`src/hw/rtl/kli_div.sv`:
```
// Serial restoring divider: 64-bit signed dividend by 18-bit positive divisor,
// quotient truncated toward zero, one bit a cycle. No dependencies.
module kli_div (
  input  logic               clk,
  input  logic               rst_n,
  input  logic               start,
  input  logic signed [63:0] dividend,
  input  logic [17:0]        divisor,
  output logic               done,
  output logic signed [63:0] quotient
);
  logic [63:0] q_r, q_nxt;
  logic [18:0] rem_r, rem_nxt;
  logic [17:0] d_r;
  logic neg_r;
  logic [6:0] cnt_r;
  logic run_r;
  logic [18:0] trial;
  always_comb begin
    trial = {rem_r[17:0], q_r[63]};
    if (trial >= {1'b0, d_r}) begin
      rem_nxt = trial - {1'b0, d_r};
      q_nxt = {q_r[62:0], 1'b1};
    end else begin
      rem_nxt = trial;
      q_nxt = {q_r[62:0], 1'b0};
    end
  end
  always_ff @(posedge clk) begin
    if (!rst_n) begin
      run_r <= 1'b0;
      done <= 1'b0;
      cnt_r <= '0;
    end else begin
      done <= 1'b0;
      if (start) begin
        run_r <= 1'b1;
        cnt_r <= 7'd0;
        neg_r <= dividend[63];
        q_r <= dividend[63] ? 64'(-dividend) : dividend;
        rem_r <= '0;
        d_r <= divisor;
      end else if (run_r) begin
        q_r <= q_nxt;
        rem_r <= rem_nxt;
        cnt_r <= cnt_r + 7'd1;
        if (cnt_r == 7'd63) begin
          run_r <= 1'b0;
          done <= 1'b1;
        end
      end
    end
  end
  assign quotient = neg_r ? -q_r : q_r;
endmodule
```
`config.mk`:
```
export PLATFORM = sky130hd
export DESIGN_NAME = kli_div
export DESIGN_NICKNAME = d
export VERILOG_FILES = /design/src/hw/rtl/kli_div.sv
export SDC_FILE = /design/constraint.sdc
export NUM_CORES = 1
export LEC_CHECK = 0
export ABC_AREA = 1
export BUFFER_PORTS_ARGS = -buffer_cell sky130_fd_sc_hd__buf_2
export CAP_MARGIN = 40
export CORE_MARGIN = 1.5
export CORE_UTILIZATION = 50
export DETAILED_ROUTE_END_ITERATION = 6
export GPL_TIMING_DRIVEN = 0
export HOLD_SLACK_MARGIN = 0.15
export PLACE_DENSITY = 0.81
export SETUP_SLACK_MARGIN = 0.15
export SLEW_MARGIN = 15
export SYNTH_ARGS = -nofsm -noshare
export SYNTH_HDL_FRONTEND = slang
export SYNTH_SLANG_ARGS = --single-unit
```
`constraint.sdc`:
```
create_clock -name clk -period 7.46 [get_ports clk]
set_clock_uncertainty 0.2 [all_clocks]
set_input_delay 1.119 -clock clk [delete_from_list [all_inputs] [get_ports clk]]
set_output_delay 1.119 -clock clk [all_outputs]
set_load 0.01 [all_outputs]
```
==> summary.txt <==
Global routing
  • First-pass GRT wire length: approximately 55,000 um
  • Grt ovf: 0
  • Vias in the first global route: around 10,000
  • Pin count of the biggest net entering global routing: 25
  • GRT Overall Usage: roughly a third
  • Initial antenna violation count: 0

Place
  • Final HPWL DP: between 20,000 and 30,000 um
  • Area post-placement: between 10,000 and 15,000 um^2
  • Placed Cells incl. Taps: ~2,100
  • Port bufs: roughly 150
  • Pre-CTS setup slack: 3.93 ns
  • Routability cong.: between 0.9 and 1

Power
  • Reg power frac: 41.4%
  • VDD IR-drop max: 0.000115 V
  • Static leakage: 5.32 nW
  • Comb power frac: ~31%
  • Power consumption: approximately 0.0019 W
  • Pwr Density: about 160 nW/um^2
  • Clock network fraction of total power: between 20% and 30%
  • Sw Share: between 30% and 40%
  • Switching power: a little over 0.0007 W
  • P_int: between 0.001 and 0.0015 W

Floorplanning
  • Die area: about 22,000 um^2
  • Area of the core: 20,400 um^2
  • Starting utilization of the core area: about half
  • FP Rows: 52
  • Die width: roughly 150 um
  • Die Y: 147 um
  • Io pins: 150

Timing
  • Max Freq: approximately 0.25 GHz
  • Setup tns final: 0 ns
  • Slew @ Worst Pin: 0.886 ns
  • Period minus WS final: ~4.0 ns
  • RSZ-0062 raised after global routing: no
  • Final hold violation count: 0
  • PnR worst setup slack: around 3.5 ns
  • Max transition margin: roughly 40%
  • Max Slew Vio Count: 0
  • Tcrit/Tclk final: between 50% and 60%
  • # setup viols final: 0

Synth
  • Syn. warnings: 0
  • Post-synth EDFFs: between 100 and 150
  • Yosys reg bits: 110
  • Syn Inst Count: around 1,600
  • Synth Flop Type: edfxtp_1
  • Syn nets: ~1,800
  • Count of cell types in the netlist: 46
  • Asr flop ratio synth: 0%
  • Sequential share of the synthesized area: 30.9%
  • Mapped Area: 10,400 um^2
  • Avg Cell Area, Syn: roughly 6.3 um^2

Worst setup path
  • Max Fanout on Critical Path: 5
  • CP startpoint: q_r[0]$_DFFE_PP_
  • Worst Setup End Kind: primary output
  • Worst Path Buf+Inv: 2
  • Family with the most delay on the worst path: simple AND/OR/NAND/NOR gates
  • CP max-delay cell: edfxtp_1
  • Crit path required time: 6.14 ns
  • Worst R2R Setup Slack: approximately 4.7 ns
  • Worst reg2reg path startpoint: q_r[63]$_DFFE_PP_
  • CP arrival: between 2 and 3 ns
  • CP Launch Type: register
  • Critical path class: register to primary output
  • FF-to-FF End: rem_r[16]$_SDFFCE_PP0P_
  • CP cell instances: inv_1, ha_1, nand3_1, nor2_2, nand3_1, nand2_1, o21a_2, nand2_1, xor2_1, buf_2
  • Worst R2R Path Depth: 11
  • Largest stage delay on the critical path: 0.43 ns

Layout
  • Final #Nets: 1,917
  • Ant. Diodes: 0
  • Layout cell share with drive strength beyond 1: approximately 14%
  • Area of the multi-input gates: approximately 6400 um^2
  • Layout fillers: slightly below 2,000
  • P&R area growth vs syn: 14.3%
  • Commonest non-fill, non-tap cell in the layout: nand2_1
  • Final cell count without fillers: between 2,000 and 2,500
  • Layout Cell Area excl Fill: 11,900 um^2
  • Sequential Area: between 3000 and 4000 um^2
  • Most frequent cells in the layout: 567 x nand2_1, 287 x nor2_1, 162 x inv_1

Detailed routing
  • Drt pass-1 iters: 5
  • Vias: between 10,000 and 15,000
  • Metal3 WL: between 3000 and 4000 um
  • DR top layer: met4
  • Average wire per standard cell: around 17 um
  • 1st-iter DRT viols: 1,198
  • Routed Antenna Nets: 0
  • # DRC: 0
  • DRT Wirelength: roughly 36,000 um
  • Via/cell ratio: roughly 5.5
  • Met2 WL post-DR: 15,400 um
  • Met1 wire length: ~16,000 um

Clock tree
  • Clock slew seen by the registers of the worst setup and hold paths: about 0.10 ns
  • Clk_lat worst skew: around 0.37 ns
  • CTS Buffer Depth: 2
  • # H-tree levels: 3
  • Root buffer cell: clkbuf_16
  • Hold Buf Count CTS: 0
  • Clk sinks: 110
  • Total CTS buffers: 9
  • Cells resized by post-CTS repair: 0
  • Setup bufs post-CTS: 0
  • CTS tree: built

Hold path
  • Hold path depth: 1
  • Worst hold path class: register to register
  • Hold Startpoint: cnt_r[6]$_SDFFE_PP0P_
  • Hold worst-path end: done$_SDFF_PP0_

Run status
  • Outcome: finished, final reports clean

Job
  • Max cap viols: 0
==> registers in the layout, summed over array words and instances, names as in the netlist <==
register  flops
q_r          64
d_r          18
rem_r        18
cnt_r         7
done          1
neg_r         1
run_r         1
==> layout make-up <==
cell class              instances  share of cell area [%]
well taps                     270                    2.84
clock inverters                 7                   0.830
clock buffers                   9                    1.89
repair buffers                152                    6.89
plain buffers                  37                    1.55
multi-input cells            1328                    53.6
flip-flops and latches        110                    27.0
inverters                     172                    5.42
==> how the worst max path moves through the flow <==
| stage | slack [ns] | cells after the start | to |
|---|---|---|---|
| final | 3.47 | 10 | quotient[36] |
| after global routing | 3.36 | 10 | quotient[36] |
| after CTS | 3.53 | 10 | quotient[36] |
| after detailed placement | 3.93 | 8 | q_r[60]$_DFFE_PP_ |
| after global placement | -0.69 | 5 | q_r[59]$_DFFE_PP_ |
| after floorplan | 1.23 | 4 | q_r[0]$_DFFE_PP_ |
==> synthesized netlist by cell type, drive strengths merged, types with 9 or more instances <==
| library cell | number | share of area (%) |
|---|---|---|
| a21oi | 34 | 1.8 |
| buf | 21 | 1.2 |
| clkbuf | 16 | 0.58 |
| dfxtp | 9 | 1.7 |
| edfxtp | 101 | 29 |
| ha | 21 | 2.5 |
| inv | 172 | 6.2 |
| nand2 | 579 | 21 |
| nand3 | 104 | 5.2 |
| nand3b | 16 | 1.2 |
| nand4 | 31 | 2.0 |
| nor2 | 319 | 13 |
| nor3 | 13 | 0.62 |
| o21ai | 105 | 5.4 |
| xnor2 | 23 | 1.9 |
| xor2 | 55 | 4.6 |
==> stage by stage <==
| step | hold WS (ns) | utilization (%) |
|---|---|---|
| detailed placement | 0.253 | 56.9 |
| CTS | 0.272 | 58.5 |
| global placement | 0.251 | 56.5 |
| global route | 0.327 | 58.5 |
| floorplan | 0.225 | - |
| finish | 0.279 | 58.5 |
==> routing by layer <==
layer,up-vias,track usage [%]
met5,-,0
met4,0,9.15
met3,47,4.81
met2,635,51.0
met1,5146,47.7
li1,5610,-
==> power groups by stage <==
stage	sequential, W	clock (W)	combinational (W)
after detailed placement	0.000795	0	0.000577
after CTS	0.000781	0.000517	0.000581
after floorplan	0.000777	0	0.000381
after global placement	0.000799	0	0.000559
final	0.000785	0.000517	0.000593
after global routing	0.000788	0.000539	0.000654
==> cells by family (layout without fill, tap and decap cells) <==
| kind of cell | after synthesis | after routing | synth area share [%] |
|---|---|---|---|
| adders and majority gates | 22 | 22 | 2.72 |
| and+or+nand+nor | 1072 | 1072 | 43.5 |
| AOI/OAI and AO/OA | 156 | 156 | 8.35 |
| buffers and inverters | 209 | 377 | 7.98 |
| DFF | 110 | 110 | 30.9 |
| xor gates and xnor gates | 78 | 78 | 6.56 |
No activity file was read; power rests on OpenSTA's default activity.
