`config.mk`:
```
export PLATFORM = sky130hd
export DESIGN_NAME = kli_ram
export DESIGN_NICKNAME = d
export VERILOG_FILES = /design/src/hw/rtl/kli_ram.sv
export SDC_FILE = /design/constraint.sdc
export NUM_CORES = 1
export LEC_CHECK = 0
export ABC_AREA = 1
export BUFFER_PORTS_ARGS = -buffer_cell sky130_fd_sc_hd__buf_2
export CAP_MARGIN = 20
export CORE_AREA = 2 2 111 113
export CTS_BUF_LIST = sky130_fd_sc_hd__clkbuf_8 sky130_fd_sc_hd__clkbuf_16
export CTS_CLUSTER_DIAMETER = 60
export DETAILED_ROUTE_END_ITERATION = 6
export DIE_AREA = 0 0 113 115
export PLACE_DENSITY = 0.66
export SKIP_LAST_GASP = 1
export SYNTH_ARGS = -nofsm -noshare
export SYNTH_HDL_FRONTEND = slang
export SYNTH_SLANG_ARGS = --single-unit
export TNS_END_PERCENT = 20
```
`constraint.sdc`:
```
create_clock -name clk -period 1.1 [get_ports clk]
set_input_delay 0.11 -clock clk [delete_from_list [all_inputs] [get_ports clk]]
set_output_delay 0.11 -clock clk [all_outputs]
set_load 0.05 [all_outputs]
```
`src/hw/rtl/kli_ram.sv`:
```
// Generic simple dual-port synchronous RAM (one write port, one read port) with a registered read.
// No dependencies.
module kli_ram #(
  parameter int WIDTH = 8,
  parameter int DEPTH = 16
) (
  input  logic                     clk,
  input  logic                     we,
  input  logic [$clog2(DEPTH)-1:0] waddr,
  input  logic [WIDTH-1:0]         wdata,
  input  logic [$clog2(DEPTH)-1:0] raddr,
  output logic [WIDTH-1:0]         rdata
);
  logic [WIDTH-1:0] mem [DEPTH];
  always_ff @(posedge clk) begin
    if (we) mem[waddr] <= wdata;
    rdata <= mem[raddr];
  end
endmodule

```
==> results of run 1 <==
[layout by cell type (no fill, tap or decap), types with 3 or more instances in the layout]
master	instances
buf_4	31
bufinv_16	4
nor2_1	17
inv_1	101
clkinvlp_4	5
clkbuf_16	17
nand3_1	97
clkinv_2	4
nand2_1	173
dfxtp_1	8
buf_2	19
buf_12	4
clkbuf_4	3
edfxtp_1	128
[state kept, by name, indices dropped and copies added, names as in the netlist]
name,count
rdata,8
mem,128
[through the flow]
| stage | TNS, ns | worst slack (ns) |
|---|---|---|
| 2_1_floorplan | 0 | 0.0392 |
| 3_3_place_gp | -0.128 | -0.0589 |
| 3_5_place_dp | -0.893 | -0.0647 |
| 4_1_cts | -0.149 | -0.0385 |
| 5_1_grt | -0.105 | -0.0283 |
| 6_report | 0 | 0.00624 |
[path summary, 6_finish.rpt]
kind / cells past startpoint / end / startpoint
max: 1 / rdata[2] / rdata[2]
min: 1 / mem[0][5] / wdata[5]
max reg2reg: 6 / rdata[4] / mem[3][4]
min reg2reg: 6 / rdata[5] / mem[12][5]
[final cells by class]
| class | count | share of cell area |
|---|---|---|
| sequential | 136 | 0.585 |
| multi-input combinational | 289 | 0.177 |
| timing repair buffer | 58 | 0.0645 |
| clock buffer | 18 | 0.0641 |
| inverter | 102 | 0.0559 |
| tap | 147 | 0.0269 |
| clock inverter | 14 | 0.0265 |
[worst register-to-register path, delay by kind of cell (launching register included)]
kind,cells,cell delay [ns]
flops,1,0.36
simple gates,6,0.50
[cell families after synthesis]
family                 count (synthesis)  synth area share
AND/OR/NAND/NOR                      289             0.210
flip-flops                           136             0.694
buffers and inverters                126            0.0952
[per-layer routing]
metal / wire, um / vias to the layer above / GRT usage
li1: - / 1879 / -
met4: 227 / 0 / 0.0878
met2: 6010 / 148 / 0.329
met3: 685 / 21 / 0.0575
met5: 0 / - / 0
met1: 5530 / 1874 / 0.267
[power by group through the flow]
stage	Clock, W	Sequential (W)	Combinational (W)
3_3_place_gp	0	0.00594	0.000828
2_1_floorplan	0	0.00605	0.000409
4_1_cts	0.00597	0.00583	0.000851
3_5_place_dp	0	0.00594	0.000840
5_1_grt	0.00620	0.00584	0.000935
6_report	0.00588	0.00583	0.000858
==> key figures, run 1 <==
Run status
  • Status: finished with violations
  • Failing checks: design-rule violations

Pwr
  • Sw frac: 0.215
  • Logic pwr share: 0.068
  • Internal power: 0.00987 W
  • Final Total Pwr: 0.0126 W
  • Static leakage: 3.00 nW
  • Sw Pwr: 0.00270 W
  • Flop pwr share: 0.464
  • Peak supply drop: 0.955 mV
  • Power per Cell Area: 1840 nW/um^2
  • Clk pwr share: 0.468

Critical path
  • Crit path arrival time: 0.98 ns
  • Crit path cell chain: buf_2
  • Critical path type: flip-flop to primary output
  • CP endpoint kind: primary output
  • CP max-delay cell: dfxtp_1
  • Crit start category: flip-flop
  • CP Data Required Time: 0.99 ns
  • Worst path top cell family by delay: flip-flops
  • CP peak stage delay: 0.30 ns
  • Crit-path max FO: 1
  • Buf/Inv on CP: 1
  • R2R Setup Slk: 0.12 ns

Yosys
  • Warnings, synthesis: 0
  • Post-synth EDFFs: 128
  • Post-synth ARST share: 0
  • Net count after synthesis: 569
  • Post-synth top area cell: edfxtp_1
  • Count leader, synth: nand2_1
  • Share of the synthesized area in the top cell type: 0.667
  • Synthesized area: 5770 sq um
  • Netlist cell types: 12
  • Top post-synthesis cells by area: edfxtp_1, nand2_1, nand3_1, inv_1, dfxtp_1
  • Synth Flop Type: edfxtp_1
  • Synth Register Bits: 136
  • Cell count after synthesis: 551
  • Top post-synthesis cells by count: nand2_1, edfxtp_1, inv_1, nand3_1, nor2_1
  • Post-synthesis sequential area ratio: 0.694
  • Avg Inst Size Synth: 10.5 sq um

Timing
  • RSZ-0062 raised after global routing: true
  • Slew headroom: 0.768
  • Worst-Margin Slew: 0.347 ns
  • Fin crit period: 1.09 ns
  • Setup violations, final: 0
  • Hold Worst Slack: 0.0903 ns
  • Pins over their slew limit: 0
  • Period utilization: 0.994
  • Final Skew: 0.0129 ns
  • Fin. Hold Viols: 0
  • Max Clk Rate: 914 MHz

Clock tree
  • CTS Sinks: 136
  • CTS max path bufs: 2
  • CTS Buf Count: 17
  • Post-CTS sizing: 3
  • Cts-stage hold buffer count: 0
  • Clk Tree Root Cell: clkbuf_16
  • Worst-path clk slew: 0.06 ns
  • Worst-skew pair later-pin latency: 0.43 ns
  • CTS tree: built
  • Post-CTS Setup Inserts: 0
  • H-tree levels: 4

Global route
  • Total Routing Usage GR: 0.206
  • First-pass GRT wire length: 19.6 mm
  • Vias in the first global route: 3783
  • Pin count of the biggest net entering global routing: 48
  • GRT overflow: 0
  • Antenna violations before repair: 0

Placement
  • Port bufs: 25
  • Placed inst area: 6210 sq um
  • Placed cells: 732
  • Hpwl dp: 8.01 mm
  • GPL Wtd Cong: 0.835

Final layout
  • Area of the multi-input gates: 1210 sq um
  • NumNets Final: 622
  • Ant diodes: 0
  • Fraction of layout cells with a size suffix above 1: 0.147
  • # fillers: 985
  • Fin area: 6850 sq um
  • Layout Cells excl Fill: 764
  • Reg area: 4000 sq um
  • Final design utilization: 0.580
  • P&R area growth vs syn: 18.7%

Die
  • Die width: 113 um
  • Rows: 40
  • Core Region: 11800 sq um
  • Full die area: 13000 sq um
  • Initial Util: 0.488
  • Num ports: 26
  • Die Ht: 115 um

Detailed routing
  • Initial drt markers: 305
  • DR WL/cell: 16.3 um
  • DRC: 1
  • Routed Antenna Nets: 0
  • DR vias: 3922
  • Vias per cell: 5.13
  • Routed wire length: 12.4 mm
  • Drt pass-1 iters: 7

Worst hold path
  • Hold Crit Class: primary input to flip-flop

Flow run
  • Max-cap violations: 0
Note: power is estimated with default switching activity, not from simulation.
==> run 2, diff against run 1 <==
--- a/config.mk
+++ b/config.mk
@@ -13,7 +13,7 @@
 export CTS_CLUSTER_DIAMETER = 60
 export DETAILED_ROUTE_END_ITERATION = 6
 export DIE_AREA = 0 0 113 115
-export PLACE_DENSITY = 0.66
+export PLACE_DENSITY_LB_ADDON = 0.25
 export SKIP_LAST_GASP = 1
 export SYNTH_ARGS = -nofsm -noshare
 export SYNTH_HDL_FRONTEND = slang
==> run 2 against run 1 <==
Compared with the run above:
- the flow still finishes with violations (design-rule violations)
- utilization increased by 0.064 points
- worst hold slack got worse by 0.020 ns
- design area increased by 0.11%
- combinational power increased by 4.7%
- clock power decreased by 10%
- die area unchanged
- cell count increased by 0.39%
- total power decreased by 4.5%
- clock skew decreased by 0.0081 ns
- non-clock buffer count increased by 3
- global-route usage increased by 0.64 points
==> key figures, run 2 (synthesis gave the netlist of run 1 again) <==
Run status
  • Status: finished with violations
  • Failing checks: design-rule violations

Global route
  • Pin count of the biggest net entering global routing: 40
  • Met2 Resource Use GR: 0.342
  • Grt met3 use: 0.0517
  • First-pass GRT wire length: 20.4 mm
  • Antenna violations before repair: 0
  • Total Routing Usage GR: 0.212
  • Vias in the first global route: 3837
  • Grt met1 use: 0.284
  • Global route hottest layer: met2
  • GRT overflow: 0

Detailed routing
  • Initial drt markers: 339
  • DR vias: 3854
  • Drt pass-1 iters: 7
  • Vias per cell: 5.02
  • DRC: 2
  • Routed Antenna Nets: 0
  • DR WL/cell: 16.5 um
  • Routed wire length: 12.7 mm

Clock tree
  • Worst-path clk slew: 0.06 ns
  • Worst-skew pair later-pin latency: 0.40 ns
  • CTS max path bufs: 2
  • CTS Sinks: 136
  • CTS Buf Count: 17
  • Cts-stage hold buffer count: 0
  • Post-CTS Setup Inserts: 0
  • H-tree levels: 4
  • Clk Tree Root Cell: clkbuf_16
  • CTS tree: built

Final layout
  • NumNets Final: 625
  • Max FFs per register: 128
  • Final design utilization: 0.580
  • Biggest register: mem
  • Fin area: 6850 sq um
  • P&R area growth vs syn: 18.9%
  • Area of the multi-input gates: 1210 sq um
  • Most frequent cells in the layout: nand2_1, edfxtp_1, inv_1, nand3_1, buf_4
  • Top Registers: mem (128), rdata (8)
  • Ant diodes: 0
  • # fillers: 985
  • Fraction of layout cells with a size suffix above 1: 0.147
  • Commonest non-fill, non-tap cell in the layout: nand2_1
  • Reg area: 4000 sq um

Placement
  • Port bufs: 25
  • Hpwl dp: 8.11 mm
  • GPL Wtd Cong: 0.803
  • DP Worst Slack: -0.106 ns
  • Placed inst area: 6280 sq um

Worst hold path
  • Hold Path End: rdata[4]
  • WHS Path Cells: 4
  • Hold Crit Class: primary input to flip-flop
  • HP Start: raddr[2]

Die
  • Num ports: 26
  • Initial Util: 0.488
  • Full die area: 13000 sq um
  • Die Ht: 115 um
  • Die width: 113 um
  • Rows: 40
  • Core Region: 11800 sq um

Timing
  • RSZ-0062 raised after global routing: true
  • Pins over their slew limit: 0
  • Period utilization: 0.998
  • Setup violations, final: 0
  • Fin. Hold Viols: 0
  • Fin crit period: 1.10 ns
  • Slew headroom: 0.748
  • Worst-Margin Slew: 0.377 ns
  • Final setup margin: 0.00172 ns
  • Hold Worst Slack: 0.0704 ns
  • Max Clk Rate: 911 MHz
  • Final Skew: 0.00483 ns

Critical path
  • R2R Path Start: mem[0][5]
  • Worst path top cell family by delay: flip-flops
  • CP max-delay cell: dfxtp_1
  • Crit start category: flip-flop
  • CP endpoint kind: primary output
  • Reg-to-reg endpoint: rdata[5]
  • Buf/Inv on CP: 1
  • CP Data Required Time: 0.99 ns
  • R2R cell count: 6
  • Crit-path max FO: 1
  • Critical path type: flip-flop to primary output
  • Crit path arrival time: 0.99 ns
  • R2R Setup Slk: 0.08 ns
  • CP peak stage delay: 0.37 ns
  • Crit path cell chain: buf_4

Pwr
  • Power per Cell Area: 1750 nW/um^2
  • Static leakage: 3.03 nW
  • Peak supply drop: 1.11 mV

Flow run
  • Max-cap violations: 0
## run 2: timing repair
action                     CTS  global route
setup endpoints to repair    4             7
resized for setup            2             2
hold endpoints to repair     0             0
## run 2: how the worst max path moves through the flow
| stage | endpoint | from | cells after the start | slack (ns) |
|---|---|---|---|---|
| after global routing | rdata[5] | mem[1][5] | 6 | -0.02 |
| after detailed placement | rdata[5] | raddr[0] | 8 | -0.11 |
| after CTS | rdata[5] | rdata[5] | 1 | -0.02 |
| after floorplan | mem[4][0] | waddr[3] | 2 | 0.04 |
| final | rdata[5] | rdata[5] | 1 | 0.002 |
| after global placement | rdata[5] | raddr[0] | 8 | -0.12 |
## run 2: cell type report
cell class                 count  share of cell area
clock buffer                  21              0.0701
inverter                     102              0.0559
clock inverter                11              0.0122
sequential                   136               0.584
multi-input combinational    289               0.177
tap                          147              0.0268
timing repair buffer          61              0.0737
## run 2: metrics by stage
| stage | instances | power, W | setup TNS, ns |
|---|---|---|---|
| finish | 767 | 0.0120 | 0 |
| global route | 767 | 0.0124 | -0.0526 |
| CTS | 767 | 0.0121 | -0.0487 |
| detailed placement | 735 | 0.00683 | -1.39 |
| global placement | 735 | 0.00681 | -1.05 |
| floorplan | 551 | 0.00646 | 0 |
## run 2: power breakdown
part | internal (W) | switching [W] | leakage [nW]
logic | 0.000281 | 0.000617 | 1.51
clock network | 0.00330 | 0.00198 | 0.290
registers | 0.00580 | 0.0000346 | 1.22
## run 2: per-layer routing
metal  vias to the layer above  part of all wire
li1                       1887                 -
met1                      1814              0.44
met2                       134              0.48
met3                        19             0.063
met4                         0             0.017
met5                         -                 0
==> run 3, diff against run 2 <==
--- a/config.mk
+++ b/config.mk
@@ -14,6 +14,7 @@
 export DETAILED_ROUTE_END_ITERATION = 6
 export DIE_AREA = 0 0 113 115
 export PLACE_DENSITY_LB_ADDON = 0.25
+export SETUP_SLACK_MARGIN = 0.02
 export SKIP_LAST_GASP = 1
 export SYNTH_ARGS = -nofsm -noshare
 export SYNTH_HDL_FRONTEND = slang
==> run 3 against run 2 <==
Compared with the run above:
- the flow still finishes with violations (design-rule violations)
- critical endpoint unchanged
- clock skew is 0.00094 ns higher
- non-clock buffer count stayed put
- global-route usage stayed put
- sequential cell count stayed put
- sequential share of layout area is 0.12 points lower
- largest cell class unchanged
==> key figures, run 3 (synthesis gave the netlist of run 1 again) <==
Run status
  • Status: finished with violations
  • Failing checks: design-rule violations

Detailed routing
  • DR WL/cell: 16.5 um
  • Initial drt markers: 319
  • Vias per cell: 5.02
  • DRC: 2
  • Drt pass-1 iters: 7
  • DR vias: 3852
  • Routed wire length: 12.7 mm
  • Routed Antenna Nets: 0

Final layout
  • Most frequent cells in the layout: nand2_1, edfxtp_1, inv_1, nand3_1, buf_4
  • Final design utilization: 0.581
  • Max FFs per register: 128
  • Top Registers: mem (128), rdata (8)
  • Biggest register: mem
  • NumNets Final: 625
  • Commonest non-fill, non-tap cell in the layout: nand2_1
  • P&R area growth vs syn: 19.1%
  • Fraction of layout cells with a size suffix above 1: 0.148
  • Fin area: 6870 sq um
  • Layout Cells excl Fill: 767
  • Ant diodes: 0

Timing
  • Setup violations, final: 0
  • RSZ-0062 raised after global routing: true
  • Worst-Margin Slew: 0.364 ns
  • Fin. Hold Viols: 0
  • Slew headroom: 0.757
  • Period utilization: 0.976
  • Fin crit period: 1.07 ns
  • Hold Worst Slack: 0.0704 ns
  • Pins over their slew limit: 0
  • Max Clk Rate: 931 MHz
  • Final Skew: 0.00576 ns

Die
  • Full die area: 13000 sq um
  • Die Ht: 115 um
  • Rows: 40
  • Die width: 113 um
  • Num ports: 26
  • Core Region: 11800 sq um
  • Initial Util: 0.488

Global route
  • Vias in the first global route: 3837
  • Pin count of the biggest net entering global routing: 40
  • First-pass GRT wire length: 20.4 mm
  • GRT overflow: 0
  • Antenna violations before repair: 0
  • Total Routing Usage GR: 0.212

Worst hold path
  • WHS Path Cells: 4
  • Hold Crit Class: primary input to flip-flop
  • Hold Path End: rdata[4]
  • HP Start: raddr[2]

Critical path
  • CP Data Required Time: 0.99 ns
  • Reg-to-reg endpoint: rdata[1]
  • Crit path cell chain: buf_6
  • Crit path depth: 1
  • Crit path arrival time: 0.96 ns
  • Buf/Inv on CP: 1
  • Crit start category: flip-flop
  • Crit-path max FO: 1
  • R2R Path Start: mem[0][1]
  • CP max-delay cell: dfxtp_1
  • CP endpoint kind: primary output
  • R2R cell count: 6
  • Critical path type: flip-flop to primary output
  • R2R Setup Slk: 0.11 ns
  • CP peak stage delay: 0.38 ns
  • Worst path top cell family by delay: flip-flops

Placement
  • Port bufs: 25
  • Placed cells: 735
  • Placed inst area: 6280 sq um
  • GPL Wtd Cong: 0.803
  • Hpwl dp: 8.11 mm

Pwr
  • Final Total Pwr: 0.0120 W
  • Power per Cell Area: 1750 nW/um^2
  • Static leakage: 3.03 nW
  • Peak supply drop: 1.11 mV

Clock tree
  • CTS Buf Count: 17
  • CTS tree: built
  • Worst-skew pair later-pin latency: 0.40 ns
  • Worst-path clk slew: 0.06 ns
  • Post-CTS sizing: 2
  • CTS Sinks: 136
  • Cts-stage hold buffer count: 0
  • Clk Tree Root Cell: clkbuf_16
  • Post-CTS Setup Inserts: 0
  • H-tree levels: 4
  • CTS max path bufs: 2

Flow run
  • Max-cap violations: 0
## run 3: layout make-up
type,instances,area [sq um]
inverters,102,383
fillers,980,4940
clock buffers,21,480
multi-input cells,289,1220
repair buffers,61,514
flip-flops and latches,136,4000
well taps,147,184
clock inverters,11,83.8
## run 3: report_power, final
part	switching, W	leakage [nW]	total (W)	internal [W]
clock network	0.00198	0.290	0.00528	0.00330
registers	0.0000356	1.22	0.00583	0.00580
logic	0.000617	1.52	0.000906	0.000289
total	0.00263	3.03	0.0120	0.00939
## run 3: how the worst max path moves through the flow
stage / startpoint / to / slack, ns
2_1_floorplan: waddr[3] / mem[4][0] / 0.04
3_3_place_gp: raddr[0] / rdata[5] / -0.12
3_5_place_dp: raddr[0] / rdata[5] / -0.11
4_1_cts: rdata[5] / rdata[5] / -0.02
5_1_grt: rdata[4] / rdata[4] / -0.003
6_report: rdata[5] / rdata[5] / 0.03
## run 3: metrics by stage
stage	TNS, ns	setup WS (ns)
finish	0	0.0260
global route	-0.00490	-0.00272
CTS	-0.0487	-0.0218
detailed placement	-1.39	-0.106
global placement	-1.05	-0.115
floorplan	0	0.0392
## run 3: routing by layer
metal | wire length [um] | track usage
met5 | 0 | 0
met3 | 817 | 0.0517
met2 | 6120 | 0.342
met1 | 5520 | 0.284
met4 | 227 | 0.0764
